File: src/hw/rtl/strided_tensor_address_walker_unit_assert.svh
// Assertion macros shared by the address walker RTL.
// Each macro takes a label, a clock, a synchronous reset and a property (an expression for STWALK_NEVER).
`ifndef STRIDED_TENSOR_ADDRESS_WALKER_UNIT_ASSERT_SVH
`define STRIDED_TENSOR_ADDRESS_WALKER_UNIT_ASSERT_SVH
`ifndef SYNTH
`define STWALK_ASSERT(label, clk, rst, prop) \
   label: assert property (@(posedge clk) disable iff (rst) prop) \
      else $error("address walker check failed");
`define STWALK_NEVER(label, clk, rst, expr) \
   label: assert property (@(posedge clk) disable iff (rst) !(expr)) \
      else $error("address walker forbidden condition");
`else
`define STWALK_ASSERT(label, clk, rst, prop)
`define STWALK_NEVER(label, clk, rst, expr)
`endif
`endif

File: src/hw/rtl/stwalk_pkg.sv
package stwalk_pkg;

   // Hardware dimension slots: index 0 is outer, the last is inner
   localparam int NUM_DIMS = 3;

   localparam int SIZE_W      = 13;
   localparam int STRIDE_W    = 16;
   localparam int BASE_W      = 24;
   localparam int ADDR_W      = 32;
   localparam int CSR_INDEX_W = 8;
   localparam int CSR_DATA_W  = 24;

   localparam int DIMS_DEFAULT         = 3;
   localparam int MAX_DIM_SIZE_DEFAULT = 4096;

   // Register map
   localparam logic [CSR_INDEX_W-1:0] REG_SIZE_OUTER    = 8'd0;
   localparam logic [CSR_INDEX_W-1:0] REG_SIZE_MIDDLE   = 8'd1;
   localparam logic [CSR_INDEX_W-1:0] REG_SIZE_INNER    = 8'd2;
   localparam logic [CSR_INDEX_W-1:0] REG_STRIDE_OUTER  = 8'd3;
   localparam logic [CSR_INDEX_W-1:0] REG_STRIDE_MIDDLE = 8'd4;
   localparam logic [CSR_INDEX_W-1:0] REG_STRIDE_INNER  = 8'd5;
   localparam logic [CSR_INDEX_W-1:0] REG_BASE_OFFSET   = 8'd6;

   typedef struct packed {
      logic [NUM_DIMS-1:0][SIZE_W-1:0]   size;
      logic [NUM_DIMS-1:0][STRIDE_W-1:0] stride;
      logic [BASE_W-1:0]                 base;
   } cfg_type;

   // Only the innermost dims slots take part in the walk
   function automatic logic dim_active(input int d, input int dims);
      return d >= NUM_DIMS - dims;
   endfunction

   // Effective size: inactive slots and zero count as one, large sizes saturate
   function automatic logic [SIZE_W-1:0] eff_size(input logic [SIZE_W-1:0] size,
                                                  input logic active,
                                                  input int unsigned max_size);
      logic [31:0] s;
      s = 32'(size);
      if (!active) begin
         s = 32'd1;
      end else if (s == 32'd0) begin
         s = 32'd1;
      end else if (s > max_size) begin
         s = max_size;
      end
      return SIZE_W'(s);
   endfunction

endpackage

File: src/hw/rtl/stwalk_odometer.sv
module stwalk_odometer
   import stwalk_pkg::*;
#(
   parameter int DIMS         = DIMS_DEFAULT,
   parameter int MAX_DIM_SIZE = MAX_DIM_SIZE_DEFAULT
) (
   input  logic                                           clock,
   input  logic                                           reset,
   input  logic                                           step,
   input  logic                                           restart,
   input  cfg_type                                        cfg,
   output logic [NUM_DIMS-1:0][$clog2(MAX_DIM_SIZE)-1:0]  idx_out,
   output logic                                           last_out
);

   localparam int CNT_W = $clog2(MAX_DIM_SIZE);

   logic [NUM_DIMS-1:0][CNT_W-1:0] cnt_ff;
   logic [NUM_DIMS-1:0][CNT_W-1:0] cnt_in;
   logic [NUM_DIMS-1:0][CNT_W-1:0] lim;
   logic [NUM_DIMS-1:0]            at_end;
   logic [NUM_DIMS-1:0][CNT_W-1:0] idx;
   logic [NUM_DIMS-1:0][CNT_W-1:0] idx_next;

   // Pick the indices for this transfer and find which dims sit at their end
   always_comb begin
      for (int d = 0; d < NUM_DIMS; d++) begin
         lim[d] = CNT_W'(eff_size(cfg.size[d], dim_active(d, DIMS), MAX_DIM_SIZE)
                         - SIZE_W'(1));
         if (restart || !dim_active(d, DIMS)) begin
            idx[d] = '0;
         end else begin
            idx[d] = cnt_ff[d];
         end
         at_end[d] = idx[d] >= lim[d];
      end
   end

   // Advance like an odometer, inner slot first; a carry wraps a slot to zero
   always_comb begin
      logic carry;
      carry = 1'b1;
      for (int d = NUM_DIMS - 1; d >= 0; d--) begin
         if (!dim_active(d, DIMS)) begin
            idx_next[d] = '0;
         end else if (carry) begin
            if (at_end[d]) begin
               idx_next[d] = '0;
            end else begin
               idx_next[d] = idx[d] + CNT_W'(1);
               carry       = 1'b0;
            end
         end else begin
            idx_next[d] = idx[d];
         end
      end
   end

   assign cnt_in   = step ? idx_next : cnt_ff;
   assign idx_out  = idx;
   assign last_out = &at_end;

   always_ff @(posedge clock) begin
      if (reset) begin
         cnt_ff <= '0;
      end else begin
         cnt_ff <= cnt_in;
      end
   end

`include "strided_tensor_address_walker_unit_assert.svh"

   `STWALK_ASSERT(a_wrap_after_last, clock, reset, step && last_out |=> cnt_ff == '0)
   `STWALK_ASSERT(a_advance_nonzero, clock, reset, step && !last_out |=> cnt_ff != '0)
   `STWALK_ASSERT(a_hold_without_step, clock, reset, !step |=> $stable(cnt_ff))

endmodule

File: src/hw/rtl/strided_tensor_address_walker_unit.sv
// Strided tensor address walker.
// Each transfer on the req_ channel asks for the next element address of a
// three-dimensional strided view, walked row-major with the inner dimension
// fastest. req_restart set clears the index counters before the address is
// formed. One rsp_ transfer comes back per request: the flat address
// (base + sum of index times stride), a last flag on the final element,
// after which the walk wraps to zero, and a contiguity flag for the layout.
// Registers are written on the csr_ channel, which is always ready; write
// only while no request is in flight.
// A request passes through three registered stages in order (index stage,
// multiply stage, sum stage) before rsp_valid rises. Throughput: one
// request per cycle while req_stall is low; the three stages drain
// independently, so a request is taken even while a finished response waits.
// When rsp_stall is held, the stages fill and req_stall rises once the index
// stage cannot move on.
// Reset: index counters clear, sizes and strides return to one, base to
// zero, and all stages empty.
module strided_tensor_address_walker_unit
   import stwalk_pkg::*;
#(
   parameter int DIMS         = DIMS_DEFAULT,
   parameter int MAX_DIM_SIZE = MAX_DIM_SIZE_DEFAULT
) (
   input  logic                   clock,
   input  logic                   reset,
   input  logic                   req_valid,
   output logic                   req_stall,
   input  logic                   req_restart,
   output logic                   rsp_valid,
   input  logic                   rsp_stall,
   output logic [ADDR_W-1:0]      rsp_address,
   output logic                   rsp_last,
   output logic                   rsp_contiguous,
   input  logic                   csr_valid,
   output logic                   csr_ready,
   input  logic [CSR_INDEX_W-1:0] csr_index,
   input  logic [CSR_DATA_W-1:0]  csr_data
);

   localparam int CNT_W  = $clog2(MAX_DIM_SIZE);
   localparam int PROD_W = CNT_W + STRIDE_W;
   localparam int EXP_W  = 2 * SIZE_W;

   cfg_type cfg_ff;
   cfg_type cfg_in;

   logic                           req_take;
   logic [NUM_DIMS-1:0][CNT_W-1:0] idx;
   logic                           idx_last;

   logic                            s1_valid_ff;
   logic                            s1_valid_in;
   logic [NUM_DIMS-1:0][CNT_W-1:0]  s1_idx_ff;
   logic                            s1_last_ff;
   logic                            s2_valid_ff;
   logic                            s2_valid_in;
   logic [NUM_DIMS-1:0][PROD_W-1:0] s2_prod_ff;
   logic                            s2_last_ff;
   logic                            rsp_valid_ff;
   logic                            rsp_valid_in;
   logic [ADDR_W-1:0]               rsp_address_ff;
   logic                            rsp_last_ff;
   logic                            rsp_contig_ff;

   logic                            contig_ff;
   logic                            contig_in;
   logic [NUM_DIMS-1:0][SIZE_W-1:0] esize;
   logic [EXP_W-1:0]                exp_outer;
   logic                            mis_inner;
   logic                            mis_middle;
   logic                            mis_outer;

   logic out_free;
   logic s2_free;
   logic s1_free;

   // Decode configuration writes
   assign csr_ready = 1'b1;

   always_comb begin
      cfg_in = cfg_ff;
      if (csr_valid) begin
         unique case (csr_index) inside
            REG_SIZE_OUTER, REG_SIZE_MIDDLE, REG_SIZE_INNER: begin
               cfg_in.size[csr_index[1:0]] = csr_data[SIZE_W-1:0];
            end
            REG_STRIDE_OUTER, REG_STRIDE_MIDDLE, REG_STRIDE_INNER: begin
               cfg_in.stride[2'(csr_index - REG_STRIDE_OUTER)] = csr_data[STRIDE_W-1:0];
            end
            REG_BASE_OFFSET: begin
               cfg_in.base = csr_data[BASE_W-1:0];
            end
            default: begin
               cfg_in = cfg_ff;
            end
         endcase
      end
   end

   always_ff @(posedge clock) begin
      if (reset) begin
         for (int d = 0; d < NUM_DIMS; d++) begin
            cfg_ff.size[d]   <= SIZE_W'(1);
            cfg_ff.stride[d] <= STRIDE_W'(1);
         end
         cfg_ff.base <= '0;
      end else begin
         cfg_ff <= cfg_in;
      end
   end

   // Check for a dense row-major layout, inner slot outward
   always_comb begin
      for (int d = 0; d < NUM_DIMS; d++) begin
         esize[d] = eff_size(cfg_ff.size[d], dim_active(d, DIMS), MAX_DIM_SIZE);
      end
      exp_outer  = EXP_W'(esize[2]) * EXP_W'(esize[1]);
      mis_inner  = cfg_ff.stride[2] != STRIDE_W'(1);
      mis_middle = mis_inner || (cfg_ff.stride[1] != STRIDE_W'(esize[2]));
      mis_outer  = mis_middle || (EXP_W'(cfg_ff.stride[0]) != exp_outer);
      contig_in  = !((mis_inner && esize[2] != SIZE_W'(1)) ||
                     (mis_middle && esize[1] != SIZE_W'(1)) ||
                     (mis_outer && esize[0] != SIZE_W'(1)));
   end

   always_ff @(posedge clock) begin
      contig_ff <= contig_in;
   end

   // Stage flow: each stage moves when the one after it is empty or moving
   assign out_free  = !rsp_valid_ff || !rsp_stall;
   assign s2_free   = !s2_valid_ff || out_free;
   assign s1_free   = !s1_valid_ff || s2_free;
   assign req_stall = !s1_free;
   assign req_take  = req_valid && s1_free;

   assign s1_valid_in  = req_take || (s1_valid_ff && !s2_free);
   assign s2_valid_in  = (s1_valid_ff && s2_free) || (s2_valid_ff && !out_free);
   assign rsp_valid_in = s2_valid_ff || (rsp_valid_ff && rsp_stall);

   always_ff @(posedge clock) begin
      if (reset) begin
         s1_valid_ff  <= 1'b0;
         s2_valid_ff  <= 1'b0;
         rsp_valid_ff <= 1'b0;
      end else begin
         s1_valid_ff  <= s1_valid_in;
         s2_valid_ff  <= s2_valid_in;
         rsp_valid_ff <= rsp_valid_in;
      end
   end

   // Index counters
   stwalk_odometer #(
      .DIMS         (DIMS),
      .MAX_DIM_SIZE (MAX_DIM_SIZE)
   ) u_odometer (
      .clock    (clock),
      .reset    (reset),
      .step     (req_take),
      .restart  (req_restart),
      .cfg      (cfg_ff),
      .idx_out  (idx),
      .last_out (idx_last)
   );

   // Capture indices of the accepted transfer
   always_ff @(posedge clock) begin
      if (req_take) begin
         s1_idx_ff  <= idx;
         s1_last_ff <= idx_last;
      end
   end

   // Form index times stride for each slot
   always_ff @(posedge clock) begin
      if (s1_valid_ff && s2_free) begin
         for (int d = 0; d < NUM_DIMS; d++) begin
            s2_prod_ff[d] <= PROD_W'(s1_idx_ff[d]) * PROD_W'(cfg_ff.stride[d]);
         end
         s2_last_ff <= s1_last_ff;
      end
   end

   // Sum into the response register
   always_ff @(posedge clock) begin
      if (s2_valid_ff && out_free) begin
         rsp_address_ff <= ADDR_W'(cfg_ff.base) + ADDR_W'(s2_prod_ff[0]) +
                           ADDR_W'(s2_prod_ff[1]) + ADDR_W'(s2_prod_ff[2]);
         rsp_last_ff    <= s2_last_ff;
         rsp_contig_ff  <= contig_ff;
      end
   end

   assign rsp_valid      = rsp_valid_ff;
   assign rsp_address    = rsp_address_ff;
   assign rsp_last       = rsp_last_ff;
   assign rsp_contiguous = rsp_contig_ff;

`include "strided_tensor_address_walker_unit_assert.svh"

   `STWALK_ASSERT(a_take_fills_s1, clock, reset, req_take |=> s1_valid_ff)
   `STWALK_ASSERT(a_stall_needs_s1, clock, reset, req_stall |-> s1_valid_ff && s2_valid_ff)
   `STWALK_ASSERT(a_s2_reaches_out, clock, reset, s2_valid_ff && out_free |=> rsp_valid_ff)

endmodule

File: config.mk
export PLATFORM = sky130hd
export DESIGN_NAME = strided_tensor_address_walker_unit
export DESIGN_NICKNAME = d
export VERILOG_FILES = /design/src/hw/rtl/stwalk_pkg.sv /design/src/hw/rtl/stwalk_odometer.sv /design/src/hw/rtl/strided_tensor_address_walker_unit.sv
export VERILOG_INCLUDE_DIRS = /design/src /design/src/hw/rtl
export SDC_FILE = /design/constraint.sdc
export NUM_CORES = 2
export LEC_CHECK = 0
export BUFFER_PORTS_ARGS = -buffer_cell sky130_fd_sc_hd__buf_2
export CORE_MARGIN = 4
export CORE_UTILIZATION = 54
export CTS_CLUSTER_DIAMETER = 200
export DETAILED_ROUTE_END_ITERATION = 6
export GPL_TIMING_DRIVEN = 0
export PLACE_DENSITY_LB_ADDON = 0.1
export SLEW_MARGIN = 40
export SYNTH_ARGS = -nofsm -noshare
export SYNTH_HDL_FRONTEND = slang
export SYNTH_SLANG_ARGS = --single-unit
File: constraint.sdc
create_clock -name clock -period 6 [get_ports clock]
set_clock_uncertainty 0.05 [all_clocks]
set_input_delay 1.2 -clock clock [delete_from_list [all_inputs] [get_ports clock]]
set_output_delay 1.2 -clock clock [all_outputs]
set_load 0.02 [all_outputs]
==> flow_metrics.env <==
export IMPL_cts_hold_fix_buffers=0
export IMPL_regArea_um2=7694
export IMPL_p_clk_share_pct=46.3
export IMPL_power_frac_comb_pct=12.2
export IMPL_worstSetupStartpointType="flop"
export IMPL_num_vias=29804
export IMPL_cts_tree="done"
export IMPL_io_pins=75
export IMPL_grt_first_pass_wirelength_um=173500
export IMPL_synthTopCellsByCount="nand2_1 (673), fa_1 (593), inv_1 (586)"
export IMPL_dp_hpwl_um=87990
export IMPL_clk_latency_ns=0.57
export IMPL_post_route_period_util_pct=105.1
export IMPL_drt_wl_total_um=110900
export IMPL_yosysSeqAreaShare_pct=19.75
export IMPL_async_flop_share_pct=0
export IMPL_crit_fanout=5
export IMPL_cts_reportedPaths_clkPinSlew_ns=0.06
export IMPL_seqPwrFrac_pct=41.5
export IMPL_crit_slowest_cell="fa_2"
export IMPL_slew_headroom_pct=40.74
export IMPL_clock_sinks=305
export IMPL_first_iter_violations=1744
export IMPL_syn_area_um2=38730
export IMPL_final_util_pct=61.52
export IMPL_critical_path_class="flop to flop"
export IMPL_synth_top_area_cell="fa_1"
export IMPL_rsz0062_at_grt="yes"
export IMPL_final_cells=5317
export IMPL_grt_max_degree=38
export IMPL_areaGrowthSynthToFinish_pct=12.01
export IMPL_place_congestion=0.9293
export IMPL_wl_per_cell_um=20.86
export IMPL_sw_frac_of_total_pct=26.72
export IMPL_synth_avg_cell_area_um2=9.272
export IMPL_finalPower_w=0.005537
export IMPL_multiInputGateArea_um2=28780
export IMPL_netlist_area_leader_share_pct=30.65
export IMPL_leakage_nw=19.31
export IMPL_report_final_setup_viol=1
export IMPL_hold_viol=0
export IMPL_fin_nets=5324
export IMPL_yosysWarnings=0
export IMPL_htreeDepth=2
export IMPL_synth_seq_cells=305
export IMPL_fill_cells=6052
export IMPL_hold_ws_ns=0.3596
export IMPL_drc_errors=0
export IMPL_drv_slew=0
export IMPL_violations="setup timing"
export IMPL_cpPeakStageDelay_ns=0.59
export IMPL_root_buffer="clkbuf_16"
export IMPL_synth_cells=4177
export IMPL_die_y_um=275.8
export IMPL_setup_slack_ns=-0.3051
export IMPL_hold_class="flop to flop"
export IMPL_status="finished with violations"
export IMPL_dieArea_um2=76070
export IMPL_worst_path_most_repeated_cell="fa_2"
export IMPL_cts_max_path_buffers=3
export IMPL_synth_edff_count=154
export IMPL_dpl_cell_count=5195
export IMPL_r2r_start="cfg_ff[109]$_SDFFE_PP0P_"
export IMPL_cap_violations=0
export IMPL_arrival_ns=6.72
export IMPL_via_per_inst=5.605
export IMPL_ir_drop_uv=194.8
export IMPL_crit_required_ns=6.42
export IMPL_cts_made_buffers=38
export IMPL_track_usage_pct=29.72
export IMPL_first_pass_iters=5
export IMPL_finalCriticalPeriod_ns=6.305
export IMPL_grt_pass1_vias=30097
export IMPL_start_util_pct=54.92
export IMPL_power_density_nw_per_um2=127.7
export IMPL_portBuffers=70
export IMPL_rows=97
export IMPL_pre_cts_slack_ns=-0.9784
export IMPL_p_switching_w=0.001480
export IMPL_coreArea_um2=70510
export IMPL_post_synth_num_cell_types=79
export IMPL_die_x_um=275.8
export IMPL_drive_above_1_share_pct=10.79
export IMPL_antenna_found_initial=4
export IMPL_worstHoldStart="contig_ff$_DFF_P_"
export IMPL_internal_power_w=0.004057
export IMPL_worst_pin_slew_ns=0.8811
export IMPL_ys_flop_type="edfxtp_1"
export IMPL_crit_chain="nor4_4 -> nand3_2 -> o21ba_4 -> nor2_4 -> buf_12 -> nand2_1 -> fa_2 -> fa_1 -> fa_2 -> fa_2 -> fa_2 -> inv_2 -> ha_4 -> and4_1 -> nand2_1 -> a211o_1 -> a21oi_2 -> nand4_1 -> nand4_1 -> nand3_1 -> or4_4 -> o41ai_4"
export IMPL_ant_nets=0
export IMPL_endpoint_kind="flop"
export IMPL_max_freq_ghz=0.1586
export IMPL_synth_area_top_cells="fa_1 (31%), edfxtp_1 (12%), ha_1 (11%)"
export IMPL_cp_startpoint="cfg_ff[109]$_SDFFE_PP0P_"
export IMPL_grt_overflow=0
export IMPL_synth_most_common_cell="nand2_1"
-- logic make-up after synthesis --
family                   share of synthesized area, %
AO/OA/AOI/OAI                                   7.618
XOR/XNOR                                        3.053
adder cells (fa/ha/maj)                         41.86
buffers and inverters                           7.512
flip-flops                                      19.75
multiplexers                                    1.887
other                                         0.01939
AND/OR/NAND/NOR                                 18.30
-- per-stage QoR --
stage	area (um2)	TNS (ns)
CTS	42960	-0.2664
floorplan	38830	0
finish	43380	-0.3051
global route	43380	-0.5803
global placement	40360	-183.09
detailed placement	40510	-8.499
-- placed cells by master, fill, tap and decap left out, types with 39 or more instances in the layout --
| cell type | n |
|---|---|
| nand2_1 | 671 |
| fa_1 | 585 |
| inv_1 | 582 |
| and2_1 | 223 |
| buf_2 | 74 |
| clkbuf_4 | 46 |
| clkbuf_1 | 55 |
| clkbuf_16 | 42 |
| a21oi_1 | 155 |
| xnor2_1 | 95 |
| buf_4 | 68 |
| o21ai_0 | 67 |
| ha_1 | 332 |
| a21o_1 | 39 |
| edfxtp_1 | 154 |
| nor2_1 | 217 |
| nand3_1 | 57 |
| mux2i_1 | 73 |
| dfxtp_1 | 120 |
| nor2b_1 | 61 |
| nor3_1 | 57 |
-- layout make-up --
class	instances	share of cell area, %
plain buffers	179	2.827
clock inverters	23	0.7153
clock buffers	47	2.486
well taps	940	2.711
multi-input cells	3103	66.36
flip-flops and latches	305	17.74
repair buffers	132	2.071
inverters	587	5.091
diodes	1	0.005769
-- per-layer routing --
metal | up-vias | routed length, um | track usage [%]
met5 | - | 17 | 0
met4 | 2 | 3545 | 8.057
met3 | 191 | 9174 | 6.007
met2 | 1016 | 49890 | 47.12
met1 | 14834 | 48280 | 42.02
li1 | 13761 | - | -
-- flip-flops by register name, indices dropped and copies added, names as in the netlist, 30 cells and up --
register           count
cfg_ff               111
s2_prod_ff            84
s1_idx_ff             36
u_odometer.cnt_ff     36
rsp_address           30
-- path summary, 6_finish.rpt --
check | to | slack (ns) | depth (start not counted)
hold reg to reg | rsp_contiguous$_DFFE_PP_ | 0.36 | 0
setup / recovery | contig_ff$_DFF_P_ | -0.31 | 22
setup reg to reg | contig_ff$_DFF_P_ | -0.31 | 22
hold / removal | rsp_contiguous$_DFFE_PP_ | 0.36 | 0
-- power by group through the flow --
stage               sequential (W)  combinational (W)  clock [W]
finish                     0.00230           0.000676    0.00257
CTS                        0.00230           0.000655    0.00260
detailed placement         0.00235           0.000624          0
global placement           0.00236           0.000609          0
floorplan                  0.00235           0.000392          0
global route               0.00230           0.000739    0.00269
-- worst max-delay path, delay by kind of cell, from the launching register on --
family / cells / cell delay (ns)
AOI/OAI and AO/OA: 4 / 1.03
and+or+nand+nor: 10 / 1.79
buffers and inverters: 2 / 0.21
DFF: 1 / 0.36
adders and majority gates: 6 / 2.77
-- what timing repair did --
action / 4_1_cts / 5_1_grt
resized for setup: 245 / 150
hold endpoints to repair: 0 / 0
setup endpoints to repair: 18 / 16
buffers inserted: 38 / 17
pin swaps: 49 / 32
No activity file was read; power rests on OpenSTA's default activity.
